`src/design/dsp_aru_pkg.sv`:
```
// Shared types, constants and helper functions of the address-register update unit.
package dsp_aru_pkg;

    // Address width of the address registers
    localparam int ADDR_W      = 16;
    // Magnitude of offset plus step: one bit above the address width
    localparam int MAG_W       = ADDR_W + 1;
    // Remainder pipeline: number of stages and trial subtractions per stage
    localparam int DIV_STAGES  = 3;
    localparam int DIV_STEPS   = (MAG_W + DIV_STAGES - 1) / DIV_STAGES;
    // Width of the shifted divisor used in a trial subtraction
    localparam int WIDE_W      = ADDR_W + MAG_W;
    // Pipeline depth: entry stage, remainder stages, output register
    localparam int NSTG        = DIV_STAGES + 2;
    // Input beat: mode, address, step packed from bit 0, padded to bytes
    localparam int MODE_W      = 2;
    localparam int IN_FIELDS_W = MODE_W + 2 * ADDR_W;
    localparam int IN_TDATA_W  = ((IN_FIELDS_W + 7) / 8) * 8;

    typedef enum logic [MODE_W-1:0] {
        MODE_LINEAR = 2'd0,
        MODE_CIRC   = 2'd1,
        MODE_BITREV = 2'd2
    } mode_t;

    // One pipeline slot
    typedef struct packed {
        logic              circ;  // circular wrap applies
        logic              neg;   // offset plus step was negative
        logic [ADDR_W-1:0] base;  // address bits above the buffer mask
        logic [MAG_W-1:0]  mag;   // magnitude being reduced modulo size
        logic [ADDR_W-1:0] res;   // result for linear and bit-reversed modes
    } stage_t;

    // Mirror the address bits
    function automatic logic [ADDR_W-1:0] bit_rev(input logic [ADDR_W-1:0] v);
        logic [ADDR_W-1:0] r;
        for (int i = 0; i < ADDR_W; i++)
        begin
            r[i] = v[ADDR_W-1-i];
        end
        return r;
    endfunction

    // Smallest all-ones mask covering the buffer size
    function automatic logic [ADDR_W-1:0] smear_mask(input logic [ADDR_W-1:0] size);
        logic [ADDR_W-1:0] m;
        m = size;
        for (int s = 1; s < ADDR_W; s = s * 2)
        begin
            m = m | (m >> s);
        end
        return m;
    endfunction

    // Restoring trial subtractions of size shifted by hi downwards, at most DIV_STEPS
    function automatic logic [MAG_W-1:0] div_steps(input logic [MAG_W-1:0]  rem,
                                                  input logic [ADDR_W-1:0] size,
                                                  input int                hi);
        logic [WIDE_W-1:0] r;
        logic [WIDE_W-1:0] d;
        r = WIDE_W'(rem);
        for (int j = 0; j < DIV_STEPS; j++)
        begin
            if (hi - j >= 0)
            begin
                d = WIDE_W'(size) << (hi - j);
                if (r >= d)
                begin
                    r = r - d;
                end
            end
        end
        return r[MAG_W-1:0];
    endfunction

endpackage

```
`src/design/dsp_address_register_update_top.sv`:
```
// Address-register update unit: linear, circular and bit-reversed address steps.
//
// Usage:
//   Input beats arrive on s_axis_* carrying the mode, the current address and a
//   signed step; one updated address leaves on m_axis_* for every input beat, in
//   order. cfg_we/cfg_wdata load the circular buffer size; write it only while
//   no beat is in flight. A size of zero makes circular mode a plain add.
//   Throughput is one beat per clock while the receiver takes results: the work
//   is spread over an entry stage (mask, offset add, linear and reversed-carry
//   adds), three remainder stages of six or fewer trial subtractions each, and
//   an output register that applies the negative wrap and rejoins the base bits.
//   Reset clears all valid bits and sets the buffer size to zero. When the
//   receiver stalls, the result is held on m_axis_tdata and stages behind it
//   keep filling any empty slots, so s_axis_tready drops only once every
//   stage holds a beat.
module dsp_address_register_update_top
    import dsp_aru_pkg::*;
(
    input  logic                  clk,
    input  logic                  rst_n,
    // Buffer size register
    input  logic                  cfg_we,
    input  logic [ADDR_W-1:0]     cfg_wdata,
    // Input stream
    input  logic                  s_axis_tvalid,
    output logic                  s_axis_tready,
    input  logic [IN_TDATA_W-1:0] s_axis_tdata,  // mode[1:0], address[17:2], step[33:18]
    // Output stream
    output logic                  m_axis_tvalid,
    input  logic                  m_axis_tready,
    output logic [ADDR_W-1:0]     m_axis_tdata   // new_address[15:0]
);

    logic [ADDR_W-1:0]     size_reg;
    logic [NSTG-1:0]       vld_reg;
    logic [NSTG-1:0]       adv;
    stage_t                stage_reg  [0:DIV_STAGES];
    stage_t                stage_next [0:DIV_STAGES];
    logic [ADDR_W-1:0]     out_reg;
    logic [ADDR_W-1:0]     out_next;

    logic [MODE_W-1:0]     in_mode;
    logic [ADDR_W-1:0]     in_addr;
    logic [ADDR_W-1:0]     in_step;
    logic [ADDR_W-1:0]     in_mask;
    logic signed [MAG_W:0] in_sum;
    logic signed [MAG_W:0] in_neg_sum;
    logic [ADDR_W-1:0]     fin_rem;
    logic [ADDR_W-1:0]     fin_wrap;

    // Hold the buffer size
    always_ff @(posedge clk or negedge rst_n)
    begin
        if (!rst_n)
        begin
            size_reg <= '0;
        end
        else if (cfg_we)
        begin
            size_reg <= cfg_wdata;
        end
    end

    // Advance a stage when it is empty or the stage ahead advances
    always_comb
    begin
        adv[NSTG-1] = !vld_reg[NSTG-1] || m_axis_tready;
        for (int i = NSTG - 2; i >= 0; i--)
        begin
            adv[i] = !vld_reg[i] || adv[i+1];
        end
    end

    assign s_axis_tready = adv[0];
    assign m_axis_tvalid = vld_reg[NSTG-1];
    assign m_axis_tdata  = out_reg;

    // Unpack the input beat
    assign in_mode = s_axis_tdata[MODE_W-1:0];
    assign in_addr = s_axis_tdata[MODE_W +: ADDR_W];
    assign in_step = s_axis_tdata[MODE_W+ADDR_W +: ADDR_W];

    // Entry stage: mask, signed offset sum and the non-circular results
    always_comb
    begin
        in_mask    = smear_mask(size_reg);
        in_sum     = $signed({2'b00, in_addr & in_mask})
                   + $signed({{(MAG_W-ADDR_W+1){in_step[ADDR_W-1]}}, in_step});
        in_neg_sum = -in_sum;

        stage_next[0].circ = (in_mode == MODE_CIRC) && (size_reg != '0);
        stage_next[0].neg  = in_sum[MAG_W];
        stage_next[0].base = in_addr & ~in_mask;
        stage_next[0].mag  = in_sum[MAG_W] ? in_neg_sum[MAG_W-1:0] : in_sum[MAG_W-1:0];
        unique case (in_mode)
            MODE_BITREV: stage_next[0].res = bit_rev(bit_rev(in_addr) + bit_rev(in_step));
            default:     stage_next[0].res = in_addr + in_step;
        endcase

        // Remainder stages: reduce the magnitude modulo the buffer size
        for (int i = 1; i <= DIV_STAGES; i++)
        begin
            stage_next[i]     = stage_reg[i-1];
            stage_next[i].mag = div_steps(stage_reg[i-1].mag, size_reg,
                                          MAG_W - 1 - (i - 1) * DIV_STEPS);
        end
    end

    // Output stage: wrap negative remainders and rejoin the base bits
    always_comb
    begin
        fin_rem  = stage_reg[DIV_STAGES].mag[ADDR_W-1:0];
        fin_wrap = (stage_reg[DIV_STAGES].neg && (fin_rem != '0)) ? size_reg - fin_rem
                                                                  : fin_rem;
        out_next = stage_reg[DIV_STAGES].circ ? (stage_reg[DIV_STAGES].base | fin_wrap)
                                              : stage_reg[DIV_STAGES].res;
    end

    // Move valid bits
    always_ff @(posedge clk or negedge rst_n)
    begin
        if (!rst_n)
        begin
            vld_reg <= '0;
        end
        else
        begin
            if (adv[0])
            begin
                vld_reg[0] <= s_axis_tvalid;
            end
            for (int i = 1; i < NSTG; i++)
            begin
                if (adv[i])
                begin
                    vld_reg[i] <= vld_reg[i-1];
                end
            end
        end
    end

    // Move payload
    always_ff @(posedge clk)
    begin
        for (int i = 0; i <= DIV_STAGES; i++)
        begin
            if (adv[i])
            begin
                stage_reg[i] <= stage_next[i];
            end
        end
        if (adv[NSTG-1])
        begin
            out_reg <= out_next;
        end
    end

endmodule

```
`config.mk`:
```
export PLATFORM = sky130hd
export DESIGN_NAME = dsp_address_register_update_top
export DESIGN_NICKNAME = d
export VERILOG_FILES = /design/src/design/dsp_aru_pkg.sv /design/src/design/dsp_address_register_update_top.sv
export SDC_FILE = /design/constraint.sdc
export NUM_CORES = 1
export LEC_CHECK = 0
export BUFFER_PORTS_ARGS = -buffer_cell sky130_fd_sc_hd__buf_2
export CAP_MARGIN = 10
export CORE_ASPECT_RATIO = 0.75
export CORE_MARGIN = 2
export CORE_UTILIZATION = 50
export CTS_BUF_LIST = sky130_fd_sc_hd__clkbuf_16
export DETAILED_ROUTE_END_ITERATION = 16
export PLACE_DENSITY_LB_ADDON = 0.08
export SLEW_MARGIN = 10
export SYNTH_ARGS = -nofsm -noshare
export SYNTH_HDL_FRONTEND = slang
export SYNTH_SLANG_ARGS = --single-unit
```
`constraint.sdc`:
```
create_clock -name clk -period 24.5 [get_ports clk]
set_input_delay 2.45 -clock clk [delete_from_list [all_inputs] [get_ports clk]]
set_output_delay 2.45 -clock clk [all_outputs]
set_load 0.02 [all_outputs]
```
# ---- Word level (Yosys, flattened, before mapping)
# Memory sizes are Yosys's and may differ from the RTL's.
# Cells that the tools add are included.
dict set report word_totals {
  mem_count 1
  output_inout_bits 18
  regBits 37
  mem_bits_rw 204
}
# memory depth width rd rd_ports_with_merged_regs wr line
set mem_list {}
lappend mem_list {stage_reg 4 51 4 0 4 dsp_address_register_update_top.sv:37} ;# stage_t stage_reg [0:DIV_STAGES];
dict set report classes {
  n_lt_le_gt_ge 17
  n_reduce_logical 14
  bitwise 8
  n_mux 29
  n_addsub 22
  eq_ne 2
}
# op n
set ops {}
lappend ops {{33-bit 2-to-1 mux} 14}
lappend ops {{17-bit 2-to-1 mux} 4}
lappend ops {{16-bit 2-to-1 mux} 3}
lappend ops {{17-bit subtractor} 2}
lappend ops {{33-bit by 16-bit greater-or-equal comparator with 1-bit output} 1}
lappend ops {{33-bit by 17-bit greater-or-equal comparator with 1-bit output} 1}
lappend ops {{33-bit by 18-bit greater-or-equal comparator with 1-bit output} 1}
lappend ops {{33-bit by 19-bit greater-or-equal comparator with 1-bit output} 1}
lappend ops {{33-bit by 21-bit greater-or-equal comparator with 1-bit output} 1}
lappend ops {{33-bit by 22-bit greater-or-equal comparator with 1-bit output} 1}
lappend ops {{33-bit by 23-bit greater-or-equal comparator with 1-bit output} 1}
lappend ops {{33-bit by 24-bit greater-or-equal comparator with 1-bit output} 1}
lappend ops {{33-bit by 25-bit greater-or-equal comparator with 1-bit output} 1}
lappend ops {{33-bit by 27-bit greater-or-equal comparator with 1-bit output} 1}
lappend ops {{33-bit by 28-bit greater-or-equal comparator with 1-bit output} 1}
lappend ops {{33-bit by 29-bit greater-or-equal comparator with 1-bit output} 1}
lappend ops {{33-bit by 30-bit greater-or-equal comparator with 1-bit output} 1}
lappend ops {{33-bit by 31-bit greater-or-equal comparator with 1-bit output} 1}
lappend ops {{17-bit by 32-bit subtractor with 33-bit output} 1}
lappend ops {{33-bit by 17-bit subtractor with 33-bit output} 1}
lappend ops {{33-bit by 18-bit subtractor with 33-bit output} 1}
lappend ops {{33-bit by 19-bit subtractor with 33-bit output} 1}
lappend ops {{33-bit by 22-bit subtractor with 33-bit output} 1}
lappend ops {{33-bit by 23-bit subtractor with 33-bit output} 1}
lappend ops {{30 further kinds} 49}

# ---- Longest topological paths before layout
# Gate-level depths: netlist of the first run.
dict set report logic_depth {
  word_depth 12
  mapped_depth 79
}

# ---- Worst setup path before layout of the first run
# OpenSTA, ideal clock, no wires.
dict set report synth_path {
  kind {flip-flop to flip-flop}
  startpoint {register size_reg[1]}
  endpoint {memory stage_reg[2][23] (netlist bit), data pin}
  period_less_slack_ns 16.959
  required_time_ns 24.240
  path_buffers 8
  stages_incl_launch_ff 72
  setup_slack_ns 7.541
  arrival_ns 16.698
  path_cell_list {dfrtp_1 > inv_1 > ha_1 > nand4_1 > or4b_4 > nor4_2 > o21ai_2 > clkbuf_1 > mux2_2 > ha_1 > a21o_1 > and2_1 > o311a_1 > o21ai_1 > nand3_1 > or2_2 > buf_2 > buf_1 > [... 36 more ...] > o21ai_0 > fa_1 > a21o_1 > a21oi_1 > o21bai_1 > a21oi_1 > o21bai_1 > a21oi_1 > o21bai_1 > a21oi_1 > o21ai_0 > a21oi_1 > o21ai_0 > a211o_1 > or3_4 > nor4_4 > buf_8 > mux2_4}
}
# element line
set synth_rtl {}
lappend synth_rtl {{start: declaration} dsp_address_register_update_top.sv:34} ;# logic [ADDR_W-1:0] size_reg;
lappend synth_rtl {{start signal: assignment} dsp_address_register_update_top.sv:60} ;# size_reg <= cfg_wdata;
lappend synth_rtl {{end: declaration} dsp_address_register_update_top.sv:37}

==> summary.md, run 1 <==
| Metric | Value |
|---|---|
| Worst EP arrival | `19950 ps` |
| Routed vias/inst | `roughly 6.2` |
| Worst setup margin | `just under 5000 ps` |
| Post-CTS Setup Inserts | `0` |
| Post-synthesis register bit count | `240` |
| Place WS | `5230 ps` |
| Cell mode on critical path | `a21oi_1` |
| Compound-gate portion of the synthesized area | `22.0%` |
| Netlist cell types | `roughly 100` |
| Critical Path Max Stage Delay | `a little over 900 ps` |
| Final setup TNS | `0 ps` |
| Worst-path clk slew | `about 70 ps` |
| Worst reg2reg path depth | `between 60 and 70` |
| Sequential area share after synthesis | `27.6%` |
| Status | `complete, no violations` |
| Mapped Cells | `2955` |
| Total number of H-tree levels | `1` |
| GP Congestion | `around 0.95` |
| Num CTS Buffers | `23` |
| F_max | `roughly 0.051 GHz` |
| Overall global routing resource usage | `approximately 29%` |
| Worst path bufs/invs | `4` |
| Worst endpoint required time | `24790 ps` |
| Share of synthesized flip-flops with an asynchronous set or reset | `8.75%` |
| Post-CTS Resized | `0` |
| Ant diodes | `0` |
| Wire length of the first global-routing pass | `roughly 120000 um` |
| Clk_skew | `between 15 and 20 ps` |
| Flip-flop count of the largest register after layout | `203` |
| WP depth | `between 60 and 70` |
| Port Buffer Count | `just over 70` |
| DR vias | `roughly 23000` |
| Worst hold path stage count | `0` |
| Area Overhead vs Synth | `8.31%` |
| Final setup viols | `0` |
| # clock sinks | `240` |
| Max-Cap Viols | `0` |
| Initial DRC Count | `2060` |
| First-pass DRT Iterations | `6` |
| Max clock buf depth | `3` |
| Grt ovf | `0` |
| CTS tree | `yes` |
| Final core occ | `55.2%` |
| Slew Limit Fails | `0` |
| Final #Nets | `3419` |
| Crit start category | `flip-flop` |
| Post-DRT Antenna Nets | `0` |
| # IOs | `79` |
| Placed cell area | `around 0.027 mm^2` |
| Main combinational cell family by area after synthesis | `compound AO/OA/AOI/OAI gates` |
| Unrepaired setup endpoints after global routing | `no` |
| Routed wire length | `77700 um` |
| Synthesis warning total | `0` |
| Largest net degree at the start of global routing | `54` |
| Starting Density | `between 50% and 60%` |
| Setup CP Type | `flip-flop to flip-flop` |
| WL/cell | `20.9 um` |
| Max-slew headroom | `about 20%` |
| Row cnt | `about 70` |
| Initial antenna violation count | `0` |
| Vias in the first global route | `21700` |
| Slowest-stage cell, CP | `nor4_4` |
| Largest delay share family, worst path | `compound AO/OA/AOI/OAI gates` |
| Die Span X | `between 200 and 300 um` |
| Share of layout cells above drive strength 1 | `10.0%` |
| Hold Crit Class | `flip-flop to flip-flop` |
| Xor/xnor share of the synthesized area | `under 10%` |
| Final Hold Fails | `0` |
| Number of fill cells | `between 4000 and 5000` |
| Syn avg cell area | `~8.7 um^2` |
| Post-route cell area | `between 0.02 and 0.03 mm^2` |
| Number of synthesized flops with an enable pin | `approximately 220` |
| Period utilisation layout | `about 80%` |
| Minimum clock period | `19660 ps` |
| Synth Area in Simple Gates | `roughly 18%` |
| Drt drc | `0` |
| Die Span Y | `200 um` |
| Crit. End Element | `flip-flop` |
| Main flop type after synthesis | `edfxtp_1` |
| Clk_lat worst skew | `550 ps` |
| Die ar. | `0.0533 mm^2` |
| CTS Root Buffer Type | `clkbuf_16` |
| DPL Wire Length | `~60000 um` |
| # hold bufs at CTS | `0` |
| Synthesized area | `approximately 0.026 mm^2` |
| Synthesized Nets | `~3300` |
| Crit-path max FO | `29` |
| Slew @ Worst Pin | `1190 ps` |
| Core footprint | `slightly above 0.05 mm^2` |
| Adder-cell area share of the yosys netlist | `around 16%` |
| Mux share of post-synthesis cell area | `~5.1%` |
==> worst paths after layout <==
path / startpoint / to / slack, ps
max: size_reg[4] / stage_reg[2][32] / 4840
min: stage_reg[2][4] / stage_reg[3][4] / 420
max reg2reg: size_reg[4] / stage_reg[2][32] / 4840
min reg2reg: stage_reg[2][4] / stage_reg[3][4] / 420
max in group asynchronous: rst_n / vld_reg[4] / 22230
min in group asynchronous: rst_n / size_reg[13] / 1890
==> cell usage after synthesis, types with 12 or more instances <==
cell | count | area [um^2]
ha_1 | 295 | 3690
a21oi_1 | 251 | 1260
nor2_1 | 240 | 901
o21ai_0 | 220 | 1100
edfxtp_1 | 219 | 6580
nand2_1 | 215 | 807
inv_1 | 204 | 766
xnor2_1 | 162 | 1420
a21o_1 | 103 | 773
mux2_2 | 83 | 935
nand3_1 | 71 | 355
nor3_1 | 59 | 295
xor2_1 | 59 | 517
nand4_1 | 52 | 325
nand2b_1 | 50 | 313
nor2b_1 | 46 | 288
o21a_1 | 46 | 345
o21bai_1 | 38 | 285
clkbuf_1 | 32 | 120
a211oi_1 | 30 | 225
nor4_1 | 29 | 181
and2_1 | 28 | 175
and3_1 | 26 | 163
a21boi_0 | 25 | 188
mux2i_1 | 23 | 230
a31oi_1 | 21 | 131
dfrtp_1 | 21 | 526
or2_2 | 21 | 131
fa_1 | 20 | 400
o31ai_1 | 20 | 150
or3_1 | 19 | 119
o211ai_1 | 17 | 128
buf_2 | 12 | 60.1
==> cells in the final DEF (no fill, tap or decap), types with 50 or more instances in the layout <==
master / synthesis / layout
a21o_1: 103 / 103
a21oi_1: 251 / 251
buf_2: 12 / 72
edfxtp_1: 219 / 219
ha_1: 295 / 295
inv_1: 204 / 206
mux2_2: 83 / 83
nand2_1: 215 / 213
nand2b_1: 50 / 50
nand3_1: 71 / 70
nand4_1: 52 / 52
nor2_1: 240 / 240
nor3_1: 59 / 58
o21ai_0: 220 / 220
xnor2_1: 162 / 162
xor2_1: 59 / 59
==> final cells by class <==
type	instances	area [um^2]	area share [%]
Sequential cell	240	7100	25.5
Clock buffer	23	576	2.07
Clock inverter	19	267	0.957
Timing Repair Buffer	114	676	2.43
Inverter	208	782	2.81
Multi-Input combinational cell	2456	17600	63.3
Tap cell	657	822	2.95
==> stage by stage <==
| stage | cells | hold slack (ps) |
|---|---|---|
| 2_1_floorplan | 2955 | 400 |
| 3_3_place_gp | 3675 | 402 |
| 3_5_place_dp | 3675 | 405 |
| 4_1_cts | 3717 | 414 |
| 5_1_grt | 3717 | 419 |
| 6_report | 3717 | 416 |
==> routing by layer <==
| layer | up-vias | track usage [%] | wire length, um |
|---|---|---|---|
| met5 | - | 0 | 0 |
| met4 | 0 | 6.02 | 1830 |
| met3 | 95 | 4.87 | 5550 |
| met2 | 698 | 43.5 | 32800 |
| met1 | 10900 | 42.5 | 37500 |
| li1 | 11200 | - | - |
==> cells by family (layout without fill, tap and decap cells) <==
| group | count (synthesis) | count (layout) |
|---|---|---|
| AOI/OAI and AO/OA | 891 | 891 |
| xor gates and xnor gates | 221 | 221 |
| adders and majority gates | 315 | 315 |
| buffers and inverters | 259 | 364 |
| DFF | 240 | 240 |
| muxes | 116 | 116 |
| and+or+nand+nor | 913 | 913 |
Power of run 1 is left out: the tool's default activity adds up to more than one toggle a clock period on the data nets, which glitch-free logic cannot reach.
==> inputs of run 2 (changes only) <==
--- a/config.mk
+++ b/config.mk
@@ -5,6 +5,7 @@
 export SDC_FILE = /design/constraint.sdc
 export NUM_CORES = 1
 export LEC_CHECK = 0
+export ABC_AREA = 1
 export BUFFER_PORTS_ARGS = -buffer_cell sky130_fd_sc_hd__buf_2
 export CAP_MARGIN = 10
 export CORE_ASPECT_RATIO = 0.75
==> constraint.sdc (replaced) <==
create_clock -name clk -period 17.75 [get_ports clk]
set_input_delay 1.775 -clock clk [delete_from_list [all_inputs] [get_ports clk]]
set_output_delay 1.775 -clock clk [all_outputs]
set_load 0.02 [all_outputs]
==> summary.md, run 2 <==
| Metric | Value |
|---|---|
| Routed vias/inst | `5.62 (was 6.16)` |
| WL/cell | `18.2 um (was 20.9 um)` |
| Crit-path max FO | `34 (was 29)` |
| Share of synthesized flip-flops with an asynchronous set or reset | `8.75% (unchanged)` |
| Vias in the first global route | `22900 (was 21700)` |
| CTS Root Buffer Type | `clkbuf_16 (unchanged)` |
| # IOs | `79 (unchanged)` |
| Core footprint | `0.0517 mm^2 (was 0.0505 mm^2)` |
| DR vias | `24800 (was 22900)` |
| # hold bufs at CTS | `0 (unchanged)` |
| Worst path bufs/invs | `11 (was 4)` |
| Slowest-stage cell, CP | `dfrtp_1 (was nor4_4)` |
| Clk_lat worst skew | `560 ps (was 550 ps)` |
| Routed wire length | `79900 um (was 77700 um)` |
| Critical hold path startpoint | `stage_reg[1][38] (was stage_reg[2][4])` |
| Die Span X | `268 um (was 266 um)` |
| GP Congestion | `0.960 (was 0.951)` |
| Max clock buf depth | `3 (unchanged)` |
| Cell mode on critical path | `nand2_1 (was a21oi_1)` |
| Max-slew headroom | `36.6% (was 20.3%)` |
| Status | `complete, no violations (unchanged)` |
| Initial antenna violation count | `3 (was 0)` |
| Final setup viols | `0 (unchanged)` |
| Wire length of the first global-routing pass | `125000 um (was 121000 um)` |
| Largest cells by area after synthesis | `edfxtp_1 (25%), ha_1 (14%), nand2_1 (12%) (was edfxtp_1 (26%), ha_1 (14%), xnor2_1 (5.5%))` |
| Worst reg2reg path depth | `95 (was 65)` |
| # clock sinks | `240 (unchanged)` |
| Share of layout cells above drive strength 1 | `7.86% (was 10.0%)` |
| Worst EP arrival | `16360 ps (was 19950 ps)` |
| Crit start category | `flip-flop (unchanged)` |
| Mapped Cells | `3600 (was 2955)` |
| Placed cell area | `0.0274 mm^2 (was 0.0270 mm^2)` |
| Unrepaired setup endpoints after global routing | `no (unchanged)` |
| CP startpoint | `size_reg[4] (unchanged)` |
| Largest net degree at the start of global routing | `53 (was 54)` |
| Commonest cells after routing, fill and taps aside | `nand2_1 (851), inv_1 (455), a21oi_1 (309) (was ha_1 (295), a21oi_1 (251), nor2_1 (240))` |
| Synthesized area | `0.0262 mm^2 (was 0.0257 mm^2)` |
| Slew @ Worst Pin | `939 ps (was 1190 ps)` |
| Most common cell after layout, fill and taps aside | `nand2_1 (was ha_1)` |
| Sequential area share after synthesis | `27.1% (was 27.6%)` |
| Slew Limit Fails | `0 (unchanged)` |
| Register area | `0.00710 mm^2 (unchanged)` |
| Top post-synthesis cells by count | `nand2_1 (852), inv_1 (457), a21oi_1 (310) (was ha_1 (295), a21oi_1 (251), nor2_1 (240))` |
| Total number of H-tree levels | `1 (unchanged)` |
| Main flop type after synthesis | `edfxtp_1 (unchanged)` |
| Post-synthesis register bit count | `240 (unchanged)` |
| Overall global routing resource usage | `29.2% (was 28.6%)` |
| Synthesized Nets | `3976 (was 3331)` |
| F_max | `0.0623 GHz (was 0.0509 GHz)` |
| Hold Crit Class | `flip-flop to flip-flop (unchanged)` |
| Max-Cap Viols | `0 (unchanged)` |
| Syn avg cell area | `7.29 um^2 (was 8.70 um^2)` |
| Starting Density | `50.7% (was 50.9%)` |
| Largest delay share family, worst path | `simple AND/OR/NAND/NOR gates (was compound AO/OA/AOI/OAI gates)` |
| Number of fill cells | `5000 (was 4639)` |
| Netlist cell types | `63 (was 98)` |
| CTS tree | `yes (unchanged)` |
| Die ar. | `0.0543 mm^2 (was 0.0533 mm^2)` |
| Post-route cell area | `0.0283 mm^2 (was 0.0278 mm^2)` |
| Worst endpoint required time | `18060 ps (was 24790 ps)` |
| Critical Path Max Stage Delay | `450 ps (was 910 ps)` |
| Final setup TNS | `0 ps (unchanged)` |
| First-pass DRT Iterations | `5 (was 6)` |
| DPL Wire Length | `62800 um (was 60600 um)` |
| Die Span Y | `202 um (was 200 um)` |
| Multi-input logic area | `0.0171 mm^2 (was 0.0176 mm^2)` |
| WP depth | `95 (was 65)` |
| Number of synthesized flops with an enable pin | `219 (unchanged)` |
| Period utilisation layout | `90.5% (was 80.2%)` |
| Synth top area share | `25.1% (was 25.6%)` |
| Grt ovf | `0 (unchanged)` |
| Worst hold path stage count | `0 (unchanged)` |
| Crit. End Element | `flip-flop (unchanged)` |
| Initial DRC Count | `2479 (was 2060)` |
| Flip-flop count of the largest register after layout | `203 (unchanged)` |
| Row cnt | `72 (was 71)` |
| Biggest area consumer among synthesized cells | `edfxtp_1 (unchanged)` |
| RR Startpoint | `size_reg[4] (unchanged)` |
| Worst-path clk slew | `70 ps (about the same)` |
| Num CTS Buffers | `25 (was 23)` |
| Minimum clock period | `16060 ps (was 19660 ps)` |
| Top-count cell post-synth | `nand2_1 (was ha_1)` |
| Ant diodes | `0 (unchanged)` |
| Port Buffer Count | `72 (unchanged)` |
| Final Hold Fails | `0 (unchanged)` |
| Final core occ | `54.8% (was 55.2%)` |
| Final #Nets | `4058 (was 3419)` |
| Setup CP Type | `flip-flop to flip-flop (unchanged)` |
| Synthesis warning total | `0 (unchanged)` |
| Clk_skew | `17.1 ps (was 15.5 ps)` |
| Post-DRT Antenna Nets | `0 (unchanged)` |
| Area Overhead vs Synth | `8.08% (was 8.31%)` |
| Drt drc | `0 (unchanged)` |
==> run 2: cell types whose count changed after synthesis, moves of 46 or more <==
cell      change
nand2_1     +637
xor2_1       +86
o21ai_0      +59
xnor2_1      -55
inv_1       +253
nand2b_1     -49
a21o_1       -93
mux2_2       -83
a21oi_1      +59
nand3_1     +111
nor2b_1      -46
==> run 2: final cells by class <==
class	count	area share [%]
tap	703	3.10
sequential	240	25.1
timing repair buffer	106	2.17
multi-input combinational	2827	60.2
timing repair inverter	1	0.0177
clock buffer	25	2.21
clock inverter	21	0.887
inverter	481	6.40
==> run 2: logic make-up (layout without fill, tap and decap cells) <==
family / after synthesis / in the layout / share of synthesized area [%]
AOI/OAI and AO/OA: 714 / 715 / 14.8
muxes: 3 / 3 / 0.114
DFF: 240 / 240 / 27.1
xor gates and xnor gates: 252 / 252 / 8.41
and+or+nand+nor: 1542 / 1542 / 26.0
adders and majority gates: 315 / 315 / 15.6
buffers and inverters: 534 / 634 / 8.01
==> run 2: layer usage <==
metal / track usage, % / part of all wire, % / up-vias
met5: 0 / 0.016 / -
met4: 6.15 / 2.2 / 2
met3: 3.61 / 6.7 / 115
met2: 43.4 / 42 / 751
met1: 44.9 / 49 / 11600
li1: - / - / 12300
==> run 2: repair_timing <==
item / 4_1_cts / 5_1_grt
setup buffers: 0 / 4
endpoints found under the setup margin: 0 / 18
gates resized for setup: 0 / 8
==> run 2: path summary, 6_finish.rpt <==
kind                                     to  slack (ps)
max                        stage_reg[2][21]        1690
min reg2reg                stage_reg[2][38]         410
min                        stage_reg[2][38]         410
min in group asynchronous      size_reg[14]        1180
max reg2reg                stage_reg[2][21]        1690
max in group asynchronous       size_reg[2]       16210
==> run 2: per-stage QoR <==
step | setup WS [ps] | hold WS, ps | std cells
global placement | 1600 | 400 | 4352
detailed placement | 1520 | 405 | 4352
CTS | 1470 | 411 | 4398
finish | 1690 | 409 | 4404
floorplan | 3270 | 400 | 3600
global route | 87.4 | 422 | 4404
Power of run 2 is left out for the same reason.
==> inputs of run 3 (changes only) <==
--- a/config.mk
+++ b/config.mk
@@ -9,7 +9,7 @@
 export BUFFER_PORTS_ARGS = -buffer_cell sky130_fd_sc_hd__buf_2
 export CAP_MARGIN = 10
 export CORE_ASPECT_RATIO = 0.75
-export CORE_MARGIN = 2
+export CORE_MARGIN = 3
 export CORE_UTILIZATION = 50
 export CTS_BUF_LIST = sky130_fd_sc_hd__clkbuf_16
 export DETAILED_ROUTE_END_ITERATION = 16
==> summary.md, run 3 (synthesis gave the netlist of run 2 again) <==
| Metric | Value |
|---|---|
| Status | `complete, no violations (unchanged)` |
| Worst hold path stage count | `0 (unchanged)` |
| Ant diodes | `0 (unchanged)` |
| Share of layout cells above drive strength 1 | `7.62% (was 7.86%)` |
| Period utilisation layout | `91.6% (was 90.5%)` |
| Total number of H-tree levels | `1 (unchanged)` |
| Final setup TNS | `0 ps (unchanged)` |
| Slew Limit Fails | `0 (unchanged)` |
| GR Layer Usage met2 | `44.4% (was 43.4%)` |
| Place WS | `1390 ps (was 1520 ps)` |
| Flip-flop count of the largest register after layout | `203 (unchanged)` |
| Slack of the worst reg-to-reg path | `1500 ps (was 1690 ps)` |
| Crit-path max FO | `36 (was 34)` |
| # hold bufs at CTS | `0 (unchanged)` |
| Setup CP Type | `flip-flop to flip-flop (unchanged)` |
| Die ar. | `0.0553 mm^2 (was 0.0543 mm^2)` |
| Critical hold path startpoint | `stage_reg[2][38] (was stage_reg[1][38])` |
| Vias in the first global route | `22800 (was 22900)` |
| Max-Cap Viols | `0 (unchanged)` |
| Die Span Y | `204 um (was 202 um)` |
| Drt drc | `0 (unchanged)` |
| CTS Root Buffer Type | `clkbuf_16 (unchanged)` |
| Max-slew headroom | `20.0% (was 36.6%)` |
| Worst reg2reg path depth | `75 (was 95)` |
| First-pass DRT Iterations | `5 (unchanged)` |
| Row cnt | `72 (unchanged)` |
| Final #Nets | `4048 (was 4058)` |
| Post-CTS Resized | `0 (unchanged)` |
| RR Startpoint | `size_reg[14] (was size_reg[4])` |
| Commonest cells after routing, fill and taps aside | `nand2_1 (851), inv_1 (451), a21oi_1 (310) (was nand2_1 (851), inv_1 (455), a21oi_1 (309))` |
| Initial antenna violation count | `2 (was 3)` |
| Crit start category | `flip-flop (unchanged)` |
| Cell mode on critical path | `a21oi_1 (was nand2_1)` |
| Max clock buf depth | `3 (unchanged)` |
| WL/cell | `18.6 um (was 18.2 um)` |
| Post-CTS Setup Inserts | `0 (unchanged)` |
| Hold Crit Class | `flip-flop to flip-flop (unchanged)` |
| Crit. End Element | `flip-flop (unchanged)` |
| Post-DRT Antenna Nets | `0 (unchanged)` |
| Final Hold Fails | `0 (unchanged)` |
| CTS tree | `yes (unchanged)` |
| Met1 usage | `43.3% (was 44.9%)` |
| DPL Wire Length | `64300 um (was 62800 um)` |
| Worst reg2reg endpoint | `stage_reg[1][32] (was stage_reg[2][21])` |
| # clock sinks | `240 (unchanged)` |
| Most common cell after layout, fill and taps aside | `nand2_1 (unchanged)` |
| Most Crowded Layer GR | `met2 (was met1)` |
| Hold endpoint | `stage_reg[3][38] (was stage_reg[2][38])` |
| Initial DRC Count | `2289 (was 2479)` |
| Grt ovf | `0 (unchanged)` |
| Num CTS Buffers | `23 (was 25)` |
| Starting Density | `50.7% (unchanged)` |
| Met3 GRT Util | `3.86% (was 3.61%)` |
| Core footprint | `0.0517 mm^2 (unchanged)` |
| Worst EP arrival | `16550 ps (was 16360 ps)` |
| Port Buffer Count | `72 (unchanged)` |
| F_max | `0.0615 GHz (was 0.0623 GHz)` |
| Clk_skew | `14.2 ps (was 17.1 ps)` |
| # IOs | `79 (unchanged)` |
| Largest net degree at the start of global routing | `53 (unchanged)` |
| Die Span X | `270 um (was 268 um)` |
| GP Congestion | `0.952 (was 0.960)` |
| Worst setup margin | `1500 ps (was 1690 ps)` |
| Slowest-stage cell, CP | `o311ai_0 (was dfrtp_1)` |
| Overall global routing resource usage | `28.7% (was 29.2%)` |
| Unrepaired setup endpoints after global routing | `no (unchanged)` |
| DR vias | `24800 (about the same)` |
| Minimum clock period | `16250 ps (was 16060 ps)` |
| Routed vias/inst | `5.64 (was 5.62)` |
| Critical Path Max Stage Delay | `580 ps (was 450 ps)` |
| Final setup viols | `0 (unchanged)` |
| Number of fill cells | `4997 (was 5000)` |
| Clk_lat worst skew | `550 ps (was 560 ps)` |
| Routed wire length | `81600 um (was 79900 um)` |
| Worst-path clk slew | `70 ps (about the same)` |
| Slew @ Worst Pin | `1200 ps (was 939 ps)` |
| Wire length of the first global-routing pass | `126000 um (was 125000 um)` |
| Worst endpoint required time | `18040 ps (was 18060 ps)` |
| Area Overhead vs Synth | `7.62% (was 8.08%)` |
-- run 3: how the worst max path moves through the flow --
stage                      start                to  slack [ps]  cells after the start
floorplan            size_reg[1]  stage_reg[2][24]        3270                    102
global placement     size_reg[3]  stage_reg[2][22]        1590                     91
detailed placement   size_reg[3]  stage_reg[2][22]        1390                     91
CTS                  size_reg[3]  stage_reg[2][22]        1320                     91
global route         size_reg[3]  stage_reg[2][31]          20                     91
finish              size_reg[14]  stage_reg[1][32]        1500                     75
-- run 3: critical path: cells and delay by family, from the launching register on --
family	cells	cell delay, ps
flops	1	530
xor+xnor	1	110
fa+ha+maj	5	1610
buf+inv	6	1310
simple gates	34	5670
compound gates	29	6680
-- run 3: metrics by stage --
step,hold WS (ps),std cells,util (%),instance area (um^2)
after global placement,401,4349,52.9,27400
final,416,4391,54.6,28200
after CTS,420,4390,54.6,28200
after global routing,426,4391,54.6,28200
after floorplan,400,3600,-,26200
after detailed placement,405,4349,52.9,27400
-- run 3: metal layers --
| metal | wire length [um] | up-vias |
|---|---|---|
| met5 | 13 | - |
| met4 | 1450 | 2 |
| met3 | 5530 | 83 |
| met2 | 34300 | 723 |
| li1 | - | 12300 |
| met1 | 40300 | 11600 |
-- run 3: cell type report --
cell class	instances	area (um^2)	share of cell area, %
clock buffers	23	576	2.04
clock inverters	18	256	0.909
inverters	481	1810	6.42
multi-input cells	2826	17000	60.3
flip-flops and latches	240	7100	25.2
well taps	703	880	3.12
repair buffers	99	563	1.99
repair inverters	1	5.00	0.0177
Power of run 3 is left out for the same reason.
